### src/design/lnw_pkg.sv
// ----------------------------------------------------------------------------
// lnw_pkg
// Types, codes and the power-up table shared by the character LCD writer.
// ----------------------------------------------------------------------------
package lnw_pkg;

    localparam int COLUMNS_DEFAULT       = 16;
    localparam int PULSE_HALF_MS_DEFAULT = 2;

    localparam int KIND_W   = 2;
    localparam int VALUE_W  = 8;
    localparam int WAIT_W   = 9;
    localparam int NIBBLE_W = 4;
    localparam int ADDR_W   = 7;
    localparam int STEP_W   = 4;
    localparam int EXTRA_W  = 5;

    localparam logic [KIND_W-1:0] KIND_INIT  = 2'd0;
    localparam logic [KIND_W-1:0] KIND_INSTR = 2'd1;
    localparam logic [KIND_W-1:0] KIND_TEXT  = 2'd2;
    localparam logic [KIND_W-1:0] KIND_NONE  = 2'd3;

    localparam logic REG_ROW_ONE_START = 1'b0;
    localparam logic REG_ROW_TWO_START = 1'b1;

    localparam logic [ADDR_W-1:0] ROW_ONE_RESET = 7'd0;
    localparam logic [ADDR_W-1:0] ROW_TWO_RESET = 7'd64;

    localparam logic [VALUE_W-1:0] SET_ADDR_CMD = 8'h80;
    localparam logic [WAIT_W-1:0]  WAIT_MAX     = 9'd511;
    localparam logic [STEP_W-1:0]  INIT_LAST    = 4'd14;

    typedef struct packed {
        logic              wrap;
        logic [ADDR_W-1:0] start;
    } wrap_t;

    typedef struct packed {
        logic [KIND_W-1:0]  kind;
        logic [VALUE_W-1:0] value;
        logic [WAIT_W-1:0]  extra;
        logic               wrap;
        logic [ADDR_W-1:0]  start;
    } item_t;

    typedef struct packed {
        logic [NIBBLE_W-1:0] nibble;
        logic                rs;
        logic                pulse;
        logic [WAIT_W-1:0]   wait_ms;
        logic                last;
    } action_t;

    typedef struct packed {
        logic [NIBBLE_W-1:0] nibble;
        logic                pulse;
        logic [EXTRA_W-1:0]  extra;
    } init_step_t;

    // Power-up run: pure wait, three 0x3 nibbles, 0x2, then 0x28 0x80 0x01 0x06 0x0F.
    function automatic init_step_t init_entry(input logic [STEP_W-1:0] step);
        init_step_t e;
        case (step)
            4'd0:    e = '{nibble: 4'h0, pulse: 1'b0, extra: 5'd20};
            4'd1:    e = '{nibble: 4'h3, pulse: 1'b1, extra: 5'd5};
            4'd2:    e = '{nibble: 4'h3, pulse: 1'b1, extra: 5'd1};
            4'd3:    e = '{nibble: 4'h3, pulse: 1'b1, extra: 5'd1};
            4'd4:    e = '{nibble: 4'h2, pulse: 1'b1, extra: 5'd0};
            4'd5:    e = '{nibble: 4'h2, pulse: 1'b1, extra: 5'd0};
            4'd6:    e = '{nibble: 4'h8, pulse: 1'b1, extra: 5'd0};
            4'd7:    e = '{nibble: 4'h8, pulse: 1'b1, extra: 5'd0};
            4'd8:    e = '{nibble: 4'h0, pulse: 1'b1, extra: 5'd0};
            4'd9:    e = '{nibble: 4'h0, pulse: 1'b1, extra: 5'd0};
            4'd10:   e = '{nibble: 4'h1, pulse: 1'b1, extra: 5'd0};
            4'd11:   e = '{nibble: 4'h0, pulse: 1'b1, extra: 5'd0};
            4'd12:   e = '{nibble: 4'h6, pulse: 1'b1, extra: 5'd0};
            4'd13:   e = '{nibble: 4'h0, pulse: 1'b1, extra: 5'd0};
            4'd14:   e = '{nibble: 4'hF, pulse: 1'b1, extra: 5'd0};
            default: e = '{nibble: 4'h0, pulse: 1'b0, extra: 5'd0};
        endcase
        return e;
    endfunction

    function automatic logic [WAIT_W-1:0] sat_wait(input logic [WAIT_W:0] sum);
        return (sum > {1'b0, WAIT_MAX}) ? WAIT_MAX : sum[WAIT_W-1:0];
    endfunction

endpackage

### src/design/lnw_cursor.sv
// ----------------------------------------------------------------------------
// lnw_cursor
// Column and row tracking for text, and the two row start registers.
// ----------------------------------------------------------------------------
module lnw_cursor #(
    parameter int COLUMNS = lnw_pkg::COLUMNS_DEFAULT
) (
    input  logic                        aclk,
    input  logic                        aresetn,
    input  logic                        cfg_wr_en,
    input  logic                        cfg_addr,
    input  logic [lnw_pkg::ADDR_W-1:0]  cfg_wr_data,
    input  logic                        text_take,
    input  logic                        first_of_text,
    output lnw_pkg::wrap_t              wrap_info
);
    import lnw_pkg::*;

    localparam int COL_W = (COLUMNS > 1) ? $clog2(COLUMNS) : 1;

    logic [ADDR_W-1:0] row_one_reg, row_two_reg;
    logic [COL_W-1:0]  column_reg, column_next, col_eff;
    logic              row_reg, row_next, row_eff;

    always_comb begin
        col_eff = first_of_text ? '0 : column_reg;
        row_eff = first_of_text ? 1'b0 : row_reg;
        if (col_eff >= COL_W'(COLUMNS - 1)) begin
            column_next = '0;
            row_next    = ~row_eff;
        end else begin
            column_next = col_eff + 1'b1;
            row_next    = row_eff;
        end
        wrap_info.wrap  = (col_eff >= COL_W'(COLUMNS - 1));
        wrap_info.start = row_next ? row_two_reg : row_one_reg;
    end

    always_ff @(posedge aclk) begin
        if (!aresetn) begin
            row_one_reg <= ROW_ONE_RESET;
            row_two_reg <= ROW_TWO_RESET;
            column_reg  <= '0;
            row_reg     <= 1'b0;
        end else begin
            if (cfg_wr_en && cfg_addr == REG_ROW_ONE_START) begin
                row_one_reg <= cfg_wr_data;
            end
            if (cfg_wr_en && cfg_addr == REG_ROW_TWO_START) begin
                row_two_reg <= cfg_wr_data;
            end
            if (text_take) begin
                column_reg <= column_next;
                row_reg    <= row_next;
            end
        end
    end

endmodule

### src/design/lnw_expand.sv
// ----------------------------------------------------------------------------
// lnw_expand
// Produces the bus action for one step of the item held in the item register.
// ----------------------------------------------------------------------------
module lnw_expand #(
    parameter int PULSE_HALF_MS = lnw_pkg::PULSE_HALF_MS_DEFAULT
) (
    input  lnw_pkg::item_t              item,
    input  logic [lnw_pkg::STEP_W-1:0]  step,
    output lnw_pkg::action_t            act
);
    import lnw_pkg::*;

    localparam logic [WAIT_W:0] HALF = (WAIT_W + 1)'(PULSE_HALF_MS);

    init_step_t         ie;
    logic [VALUE_W-1:0] byte_sel;
    logic [WAIT_W-1:0]  half_wait;

    always_comb begin
        ie        = init_entry(step);
        half_wait = sat_wait(HALF);
        byte_sel  = step[1] ? (SET_ADDR_CMD | {1'b0, item.start}) : item.value;
        act       = '0;
        if (item.kind == KIND_INIT) begin
            act.nibble  = ie.nibble;
            act.pulse   = ie.pulse;
            act.wait_ms = ie.pulse ? sat_wait(HALF + (WAIT_W + 1)'(ie.extra))
                                   : WAIT_W'(ie.extra);
            act.last    = (step == INIT_LAST);
        end else begin
            act.nibble  = step[0] ? byte_sel[3:0] : byte_sel[7:4];
            act.rs      = (item.kind == KIND_TEXT) && !step[1];
            act.pulse   = 1'b1;
            act.wait_ms = (step[0] && item.kind == KIND_INSTR)
                          ? sat_wait(HALF + {1'b0, item.extra}) : half_wait;
            if (item.kind == KIND_TEXT && item.wrap) begin
                act.last = (step == STEP_W'(3));
            end else begin
                act.last = (step == STEP_W'(1));
            end
        end
    end

endmodule

### src/design/lcd_4bit_nibble_writer_with_wrap_top.sv
// ----------------------------------------------------------------------------
// lcd_4bit_nibble_writer_with_wrap_top
// Expands init requests, instruction bytes and text characters into a run of
// 4-bit LCD bus actions, wrapping text to the other row at the end of a row.
//
// Channel   Dir  Handshake          Payload
// s_        in   s_tvalid/s_tready  tdata: value, wait_after_ms; tuser: kind, first
// m_        out  m_tvalid/m_tready  tdata: nibble, wait_ms; tuser: rs, pulse; tlast
// cfg_      in   cfg_wr_en          cfg_addr selects the row start, cfg_wr_data
//
// One action leaves per cycle from the step counter over the item register, and
// an item has as many actions as its kind gives: 15 for init, 2 for an
// instruction, 2 or 4 for a character. The next item is taken in the cycle its
// predecessor's last action is loaded. A stalled output holds the sequencer.
// Reset is synchronous and returns the row starts to 0 and 64.
// ----------------------------------------------------------------------------
module lcd_4bit_nibble_writer_with_wrap_top #(
    parameter int COLUMNS       = lnw_pkg::COLUMNS_DEFAULT,
    parameter int PULSE_HALF_MS = lnw_pkg::PULSE_HALF_MS_DEFAULT
) (
    input  logic        aclk,
    input  logic        aresetn,
    input  logic        s_tvalid,
    output logic        s_tready,
    input  logic [23:0] s_tdata,   // [7:0] value, [16:8] wait_after_ms, zero fill
    input  logic [2:0]  s_tuser,   // [1:0] kind, [2] first_of_text
    output logic        m_tvalid,
    input  logic        m_tready,
    output logic [15:0] m_tdata,   // [3:0] nibble, [12:4] wait_ms, zero fill
    output logic [1:0]  m_tuser,   // [0] register_select, [1] pulse
    output logic        m_tlast,
    input  logic        cfg_wr_en,
    input  logic        cfg_addr,
    input  logic [6:0]  cfg_wr_data
);
    import lnw_pkg::*;

    logic              busy_reg, busy_next;
    logic [STEP_W-1:0] step_reg, step_next;
    item_t             item_reg;
    action_t           out_reg;
    logic              m_valid_reg;
    action_t           act;
    wrap_t             wrap_info;
    logic              out_free, emit, done, accept, take;
    logic [KIND_W-1:0] s_kind;

    assign s_kind   = s_tuser[1:0];
    assign out_free = !m_valid_reg || m_tready;
    assign emit     = busy_reg && out_free;
    assign done     = emit && act.last;
    assign s_tready = !busy_reg || done;
    assign accept   = s_tvalid && s_tready;
    assign take     = accept && (s_kind != KIND_NONE);

    lnw_cursor #(.COLUMNS(COLUMNS)) u_cursor (
        .aclk          (aclk),
        .aresetn       (aresetn),
        .cfg_wr_en     (cfg_wr_en),
        .cfg_addr      (cfg_addr),
        .cfg_wr_data   (cfg_wr_data),
        .text_take     (take && s_kind == KIND_TEXT),
        .first_of_text (s_tuser[2]),
        .wrap_info     (wrap_info)
    );

    lnw_expand #(.PULSE_HALF_MS(PULSE_HALF_MS)) u_expand (
        .item (item_reg),
        .step (step_reg),
        .act  (act)
    );

    always_comb begin
        busy_next = busy_reg;
        step_next = step_reg;
        if (take) begin
            busy_next = 1'b1;
            step_next = '0;
        end else if (done) begin
            busy_next = 1'b0;
        end else if (emit) begin
            step_next = step_reg + 1'b1;
        end
    end

    always_ff @(posedge aclk) begin
        if (!aresetn) begin
            busy_reg    <= 1'b0;
            step_reg    <= '0;
            m_valid_reg <= 1'b0;
        end else begin
            busy_reg <= busy_next;
            step_reg <= step_next;
            if (emit) begin
                m_valid_reg <= 1'b1;
            end else if (m_tready) begin
                m_valid_reg <= 1'b0;
            end
        end
    end

    always_ff @(posedge aclk) begin
        if (take) begin
            item_reg.kind  <= s_kind;
            item_reg.value <= s_tdata[7:0];
            item_reg.extra <= s_tdata[16:8];
            item_reg.wrap  <= wrap_info.wrap;
            item_reg.start <= wrap_info.start;
        end
        if (emit) begin
            out_reg <= act;
        end
    end

    assign m_tvalid = m_valid_reg;
    assign m_tdata  = {3'b000, out_reg.wait_ms, out_reg.nibble};
    assign m_tuser  = {out_reg.pulse, out_reg.rs};
    assign m_tlast  = out_reg.last;

endmodule

### config.mk
export PLATFORM = sky130hd
export DESIGN_NAME = lcd_4bit_nibble_writer_with_wrap_top
export DESIGN_NICKNAME = d
export VERILOG_FILES = /design/src/design/lnw_pkg.sv /design/src/design/lnw_cursor.sv /design/src/design/lnw_expand.sv /design/src/design/lcd_4bit_nibble_writer_with_wrap_top.sv
export SDC_FILE = /design/constraint.sdc
export NUM_CORES = 1
export LEC_CHECK = 0
export ABC_CLOCK_PERIOD_IN_PS = 3350
export BUFFER_PORTS_ARGS = -buffer_cell sky130_fd_sc_hd__buf_2
export CAP_MARGIN = 5
export CORE_MARGIN = 2
export CORE_UTILIZATION = 40
export DETAILED_ROUTE_END_ITERATION = 6
export GPL_TIMING_DRIVEN = 0
export HOLD_SLACK_MARGIN = 0.12
export REMOVE_ABC_BUFFERS = 1
export SLEW_MARGIN = 25
export SYNTH_ARGS = -nofsm -noshare
export SYNTH_HDL_FRONTEND = slang
export SYNTH_SLANG_ARGS = --single-unit
### constraint.sdc
create_clock -name aclk -period 3.35 [get_ports aclk]
set_clock_uncertainty 0.1 [all_clocks]
set_input_delay 0 -clock aclk [delete_from_list [all_inputs] [get_ports aclk]]
set_output_delay 0 -clock aclk [all_outputs]
set_load 0.01 [all_outputs]
==> results of run 1 <==
-- worst min-delay path by stage --
| stage | to | slack, ns | cells past startpoint |
|---|---|---|---|
| 4_1_cts | item_reg[14] | 0.25 | 2 |
| 3_3_place_gp | item_reg[13] | 0.08 | 1 |
| 3_5_place_dp | item_reg[14] | 0.08 | 1 |
| 5_1_grt | item_reg[23] | 0.27 | 2 |
| 2_1_floorplan | u_cursor.row_two_reg[6] | -0.03 | 1 |
| 6_report | item_reg[23] | 0.27 | 2 |
-- cells in the mapped netlist (all sizes together), types with 2 or more instances --
cell,number,area [um^2]
or2,2,12.51
a31oi,2,12.51
nor4,5,31.28
o211ai,2,15.01
inv,9,33.78
mux2i,10,100.1
edfxtp,43,1291
clkbuf,6,22.52
xor2,2,17.52
mux4,3,67.56
nor2,17,66.32
o21a,2,15.01
dfxtp,33,660.6
o31ai,2,20.02
o21ai,8,40.04
nor2b,11,68.82
o31a,2,18.77
mux2,10,112.6
nor3,2,10.01
a2111oi,2,37.54
nand3,15,75.07
xnor2,5,43.79
nand2,23,86.33
nand2b,2,20.02
a21boi,11,86.33
buf,7,55.05
ha,3,37.54
a21oi,10,53.80
a21o,2,15.01
-- report_power, final --
group          total, uW  internal, uW  switching [uW]  leakage (uW)
Combinational        210           108             101      0.000829
Clock                655           341             315     0.0000931
Sequential          1070          1040            26.0      0.000683
-- worst max-delay path: stages (launching register included) --
cell	delay, ns
dfxtp_1	0.74
and4bb_1	0.27
o22ai_1	0.23
a21boi_2	0.36
a21oi_1	0.20
o21ai_1	0.63
nor4_1	0.16
-- placed cells by master, fill, tap and decap left out, types with 2 or more instances in the layout --
master          n
dfxtp_1        33
mux2_2         10
a21o_1          2
dlygate4sd3_1  41
a31oi_1         2
o21ai_0         6
buf_2          50
clkinv_2        3
mux2i_1        10
o211ai_1        2
nor2b_1        11
o21a_1          2
nand2_1        23
clkbuf_8        9
mux4_2          3
xor2_1          2
ha_1            3
or2_2           2
nor2_1         15
o21ai_1         2
inv_1           9
xnor2_1         5
a21oi_1         9
a21boi_0        9
nor4_1          5
conb_1          3
nor3_1          2
nand3_1        15
edfxtp_1       43
clkbuf_1        2
-- metrics by stage --
stage                     std cells  area [um^2]
after floorplan                 260         3223
after global placement          415         3605
after detailed placement        416         3640
after CTS                       473         4234
after global routing            473         4234
final                           473         4234
-- per-layer routing --
metal,up-vias,GRT usage
li1,1178,-
met1,1077,0.1834
met2,52,0.2470
met3,11,0.02793
met4,0,0.07246
met5,-,0
-- final cells by class --
type	instances	area (um^2)	area share
Clock buffer	11	131.4	0.03103
Clock inverter	5	52.55	0.01241
Inverter	9	33.78	0.007979
Multi-Input combinational cell	175	1245	0.2940
Sequential cell	76	1952	0.4610
Tap cell	105	131.4	0.03103
Timing Repair Buffer	92	688.2	0.1625
-- what timing repair did --
action	in CTS	in global routing
hold buffers	41	0
buffers inserted	0	0
hold endpoints to repair	52	0
-- cells by family after synthesis --
logic type | synth area share
buffers and inverters | 0.03381
and+or+nand+nor | 0.1394
DFF | 0.5927
adders and majority gates | 0.01140
muxes | 0.08511
xor gates and xnor gates | 0.01862
other | 0.001139
AOI/OAI and AO/OA | 0.1178
==> results.md, run 1 <==
* Status: completed
* Share of cells above drive strength 1 at 0.2446
* Total routed wirelength at 6130 um
* Filler cell count at 768
* Critical Path AT at 2.93 ns
* CTS resizes at 0
* Vias at 2318
* Root buf cell: clkbuf_8
* Worst skew pair latency at 0.33 ns
* Layout area overhead at 28.57%
* Tot GR Track Use at 0.1478
* Clock Pin Slew Worst Setup and Hold Paths at 0.08 ns
* CTS tree: done
* M1 WL at 2705 um
* Iter 0 DRT Violations at 72
* Ys Warns at 0
* Max Clock Freq at 351.3 MHz
* Synth cell types at 60
* Detail Route Antenna Nets at 0
* Final Max Slew Viols at 0
* Sequential area share after synthesis at 0.5927
* CP startpoint: step_reg[1]
* Final Power at 1933 uW
* Clock period minus worst slack at 2.847 ns
* Residual DRC at 0
* I/O pins at 61
* Max Cap Viol at 0
* Row cnt at 33
* Main synth FF type: edfxtp_1
* Clock Path Buffers at 2
* DR top layer: met4
* Syn_area_per_cell at 12.15 um^2
* Min-delay worst type: input pin to register
* Async set-reset flop share out of synthesis at 0
* Crit share post-route at 0.8497
* Port Buffers at 50
* Post-synth EDFFs at 43
* Initial Util at 0.4069
* Critical Path End Type: register
* Initial antenna violation count at 0
* Worst hold start: s_tdata[6]
* CTS buffer count at 9
* H-tree levels at 3
* Reg-to-reg setup timing slack at 0.50 ns
* Final net count at 406
* Grt total ovfl at 0
* Final hold vios at 0
* Slew @ Worst Pin at 0.8632 ns
* Global-route wire length before repair at 10110 um
* DR WL/cell at 12.96 um
* Vias in the first global route at 2184
* Die width at 94.74 um
* Final GP Congestion at 0.8583
* Setup crit end: u_expand.ie[9]
* R2r endpoint: u_expand.ie[9]
* Number of flip-flops in the largest register at 27
* Pin count of the biggest net entering global routing at 24
* Unrepaired setup endpoints after global routing: no
* Startpoint Class: register
* Antenna Diode Count at 0
* Pre-CTS setup slack at 0.5020 ns
* Critical path type: register to register
* Core area at 0.008093 mm^2
* Vias per Instance at 4.901
* Final core occ at 0.5232
* Die area at 0.008975 mm^2
* Post-synthesis register bit count at 76
* PnR worst setup slack at 0.5035 ns
* Mapped Cells at 271
* Detailed placement HPWL at 4097 um
* Worst slew margin at 0.4204
* Pwr per Cell Area at 456.6 mW/mm^2
* Leak at 0.001605 uW
* Final setup fails at 0
* Worst Path Max Fanout at 13
* Worst r2r path cells at 6
* Clk sinks at 76
* Die H at 94.74 um
* Netlist Area Pre-Place at 0.003293 mm^2
* Met3 routed WL at 264 um
* CP required at 3.43 ns
* Met2 Wirelength at 3036 um
* Final setup TNS at 0 ns
* Hold_ws at 0.2699 ns
* Peak VDD IR at 232.7 uV
* DR pass1 iterations at 4
* Reg2reg start: step_reg[1]
No activity file was read; power rests on OpenSTA's default activity.
==> run 2: changes to the inputs <==
--- a/config.mk
+++ b/config.mk
@@ -5,7 +5,7 @@
 export SDC_FILE = /design/constraint.sdc
 export NUM_CORES = 1
 export LEC_CHECK = 0
-export ABC_CLOCK_PERIOD_IN_PS = 3350
+export ABC_CLOCK_PERIOD_IN_PS = 2410
 export BUFFER_PORTS_ARGS = -buffer_cell sky130_fd_sc_hd__buf_2
 export CAP_MARGIN = 5
 export CORE_MARGIN = 2
==> constraint.sdc (replaced) <==
create_clock -name aclk -period 2.41 [get_ports aclk]
set_clock_uncertainty 0.1 [all_clocks]
set_input_delay 0 -clock aclk [delete_from_list [all_inputs] [get_ports aclk]]
set_output_delay 0 -clock aclk [all_outputs]
set_load 0.01 [all_outputs]
==> results.md, run 2 (synthesized netlist as in run 1, its figures left out) <==
* Status: completed
* I/O pins at 61 (unchanged)
* Initial Util at 0.4069 (unchanged)
* Die width at 94.74 um (unchanged)
* Area after DPL at 0.003640 mm^2 (unchanged)
* Final instance area at 0.004359 mm^2 (+3.0%)
* Detail Route Antenna Nets at 0 (unchanged)
* Clock Pin Slew Worst Setup and Hold Paths at 0.08 ns (about the same)
* Clock period minus worst slack at 2.269 ns (-0.5771 ns)
* Final setup fails at 0 (unchanged)
* Peak VDD IR at 324.6 uV (+39%)
* Worst r2r path cells at 7 (+1)
* Die area at 0.008975 mm^2 (unchanged)
* Tot GR Track Use at 0.1509 (+0.003052)
* Global-route wire length before repair at 10250 um (+1.4%)
* Max Clock Freq at 440.6 MHz (+25%)
* Antenna Diode Count at 0 (unchanged)
* Port Buffers at 50 (unchanged)
* Min-delay worst type: input pin to register
* Net Sw Frac at 0.2322 (+0.003553)
* Pin count of the biggest net entering global routing at 21 (-13%)
* Critical Path AT at 2.44 ns (-0.49 ns)
* DR WL/cell at 13.46 um (+3.9%)
* PnR worst setup slack at 0.1406 ns (-0.3629 ns)
* Total routed wirelength at 6462 um (+5.4%)
* Root buf cell: clkbuf_8
* Final net count at 413 (+1.7%)
* Worst Path Max Fanout at 8 (-5)
* Worst hold start: s_tdata[6]
* Final Max Slew Viols at 0 (unchanged)
* Grt total ovfl at 0 (unchanged)
* CP startpoint: item_reg[25]
* CP required at 2.58 ns (-0.85 ns)
* Internal Power at 2090 uW (+40%)
* Sequential power share at 0.546 (-0.006)
* Final GP Congestion at 0.8583 (unchanged)
* Crit share post-route at 0.9417 (+0.09196)
* Reg2reg start: item_reg[25]
* H-tree levels at 3 (unchanged)
* Number of flip-flops in the largest register at 27 (unchanged)
* Layout area overhead at 32.37%
* Worst skew pair latency at 0.34 ns (about the same)
* Power share of the clock group at 0.337 (-0.002)
* Logic pwr share at 0.118 (+0.009)
* Hold path endpoint: item_reg[23]
* Die H at 94.74 um (unchanged)
* R2r endpoint: u_cursor.column_reg[1]
* Critical Path End Type: register
* Final hold vios at 0 (unchanged)
* Unrepaired setup endpoints after global routing: no
* Worst slew margin at 0.4276 (+0.007212)
* Pre-CTS setup slack at -0.4380 ns (-0.9400 ns)
* Vias per Instance at 4.929 (+0.58%)
* CTS buffer count at 9 (unchanged)
* NetSw at 632.0 uW (+43%)
* Clock Path Buffers at 2 (unchanged)
* Iter 0 DRT Violations at 68 (-5.6%)
* Critical path type: register to register
* Clk sinks at 76 (unchanged)
* Commonest non-fill, non-tap cell in the layout: buf_2
* Max Cap Viol at 0 (unchanged)
* Hold path depth at 2 (unchanged)
* Startpoint Class: register
* Detailed placement HPWL at 4097 um (unchanged)
* DR pass1 iterations at 4 (unchanged)
* Share of cells above drive strength 1 at 0.2773 (+0.03277)
* Leak at 0.001645 uW (+2.5%)
* Reg-to-reg setup timing slack at 0.14 ns (-0.36 ns)
* Pwr per Cell Area at 624.3 mW/mm^2 (+37%)
* Vias at 2366 (+2.1%)
* Initial antenna violation count at 0 (unchanged)
* Final setup TNS at 0 ns (unchanged)
* CTS tree: done
* Row cnt at 33 (unchanged)
* Vias in the first global route at 2212 (+1.3%)
* Leading cell types in the layout, fill and taps excluded: buf_2, edfxtp_1, dlygate4sd3_1, dfxtp_1, nand2_1
* Filler cell count at 757 (-1.4%)
* Residual DRC at 0 (unchanged)
* Core area at 0.008093 mm^2 (unchanged)
* Slew @ Worst Pin at 0.8568 ns (-0.006378 ns)
==> run 2: cell types whose count changed in the layout (fill, tap and decap cells not counted), sizes merged <==
cell | before | now
buf | 51 | 56
clkinvlp | 1 | 3
dlygate4sd3 | 41 | 42
inv | 9 | 8
==> run 2: power groups by stage <==
| stage | Clock, uW | Sequential, uW | Combinational [uW] |
|---|---|---|---|
| 5_1_grt | 996 | 1490 | 354 |
| 6_report | 917 | 1480 | 320 |
| 4_1_cts | 940 | 1490 | 303 |
| 3_5_place_dp | 0 | 1510 | 243 |
| 3_3_place_gp | 0 | 1510 | 230 |
| 2_1_floorplan | 0 | 1520 | 139 |
==> run 2: layout make-up <==
cell class | instances | area [um^2] | area share
clock buffers | 11 | 131.4 | 0.03014
clock inverters | 5 | 52.55 | 0.01206
inverters | 9 | 37.54 | 0.008611
multi-input cells | 175 | 1299 | 0.2979
flip-flops and latches | 76 | 1954 | 0.4483
well taps | 105 | 131.4 | 0.03014
repair buffers | 98 | 748.2 | 0.1716
repair inverters | 1 | 5.005 | 0.001148
==> run 2: worst max-delay path by stage <==
stage	endpoint	slack, ns
floorplan	item_reg[0]	-0.74
global placement	item_reg[23]	-1.51
detailed placement	u_expand.ie[8]	-0.44
CTS	u_expand.ie[8]	-0.06
global route	u_expand.ie[7]	0.01
finish	u_cursor.column_reg[1]	0.14
==> run 2: worst max-delay path, stage by stage (launching register included) <==
cell	delay (ns)
edfxtp_1	0.41
buf_4	0.18
nand4bb_1	0.24
o22ai_2	0.20
o211ai_1	0.13
a211o_2	0.44
or3b_1	0.37
a21boi_1	0.13
==> run 2: per-stage QoR <==
stage / total power, uW / instances / hold WS, ns / utilization
detailed placement: 1757 / 416 / 0.08086 / 0.4498
CTS: 2729 / 475 / 0.2544 / 0.5291
floorplan: 1654 / 260 / -0.02817 / -
global route: 2843 / 480 / 0.2701 / 0.5387
global placement: 1745 / 415 / 0.07787 / 0.4454
finish: 2722 / 480 / 0.2707 / 0.5387
==> run 2: metal layers <==
metal  global-route usage  part of all wire  vias up  routed length (um)
li1                     -                 -     1193                   -
met1               0.1850              0.44     1106                2857
met2               0.2559              0.50       55                3221
met3              0.02793             0.040       12                 257
met4              0.07246             0.019        0                 126
met5                    0                 0        -                   0
==> run 2: what timing repair did <==
action                                 in CTS  in global routing
setup endpoints to repair                  48                 43
cloned                                      0                  1
pin swaps                                   1                  4
endpoints found under the hold margin      41                  0
buffers inserted                            1                  4
hold buffers                               42                  0
gates resized for setup                     5                  7
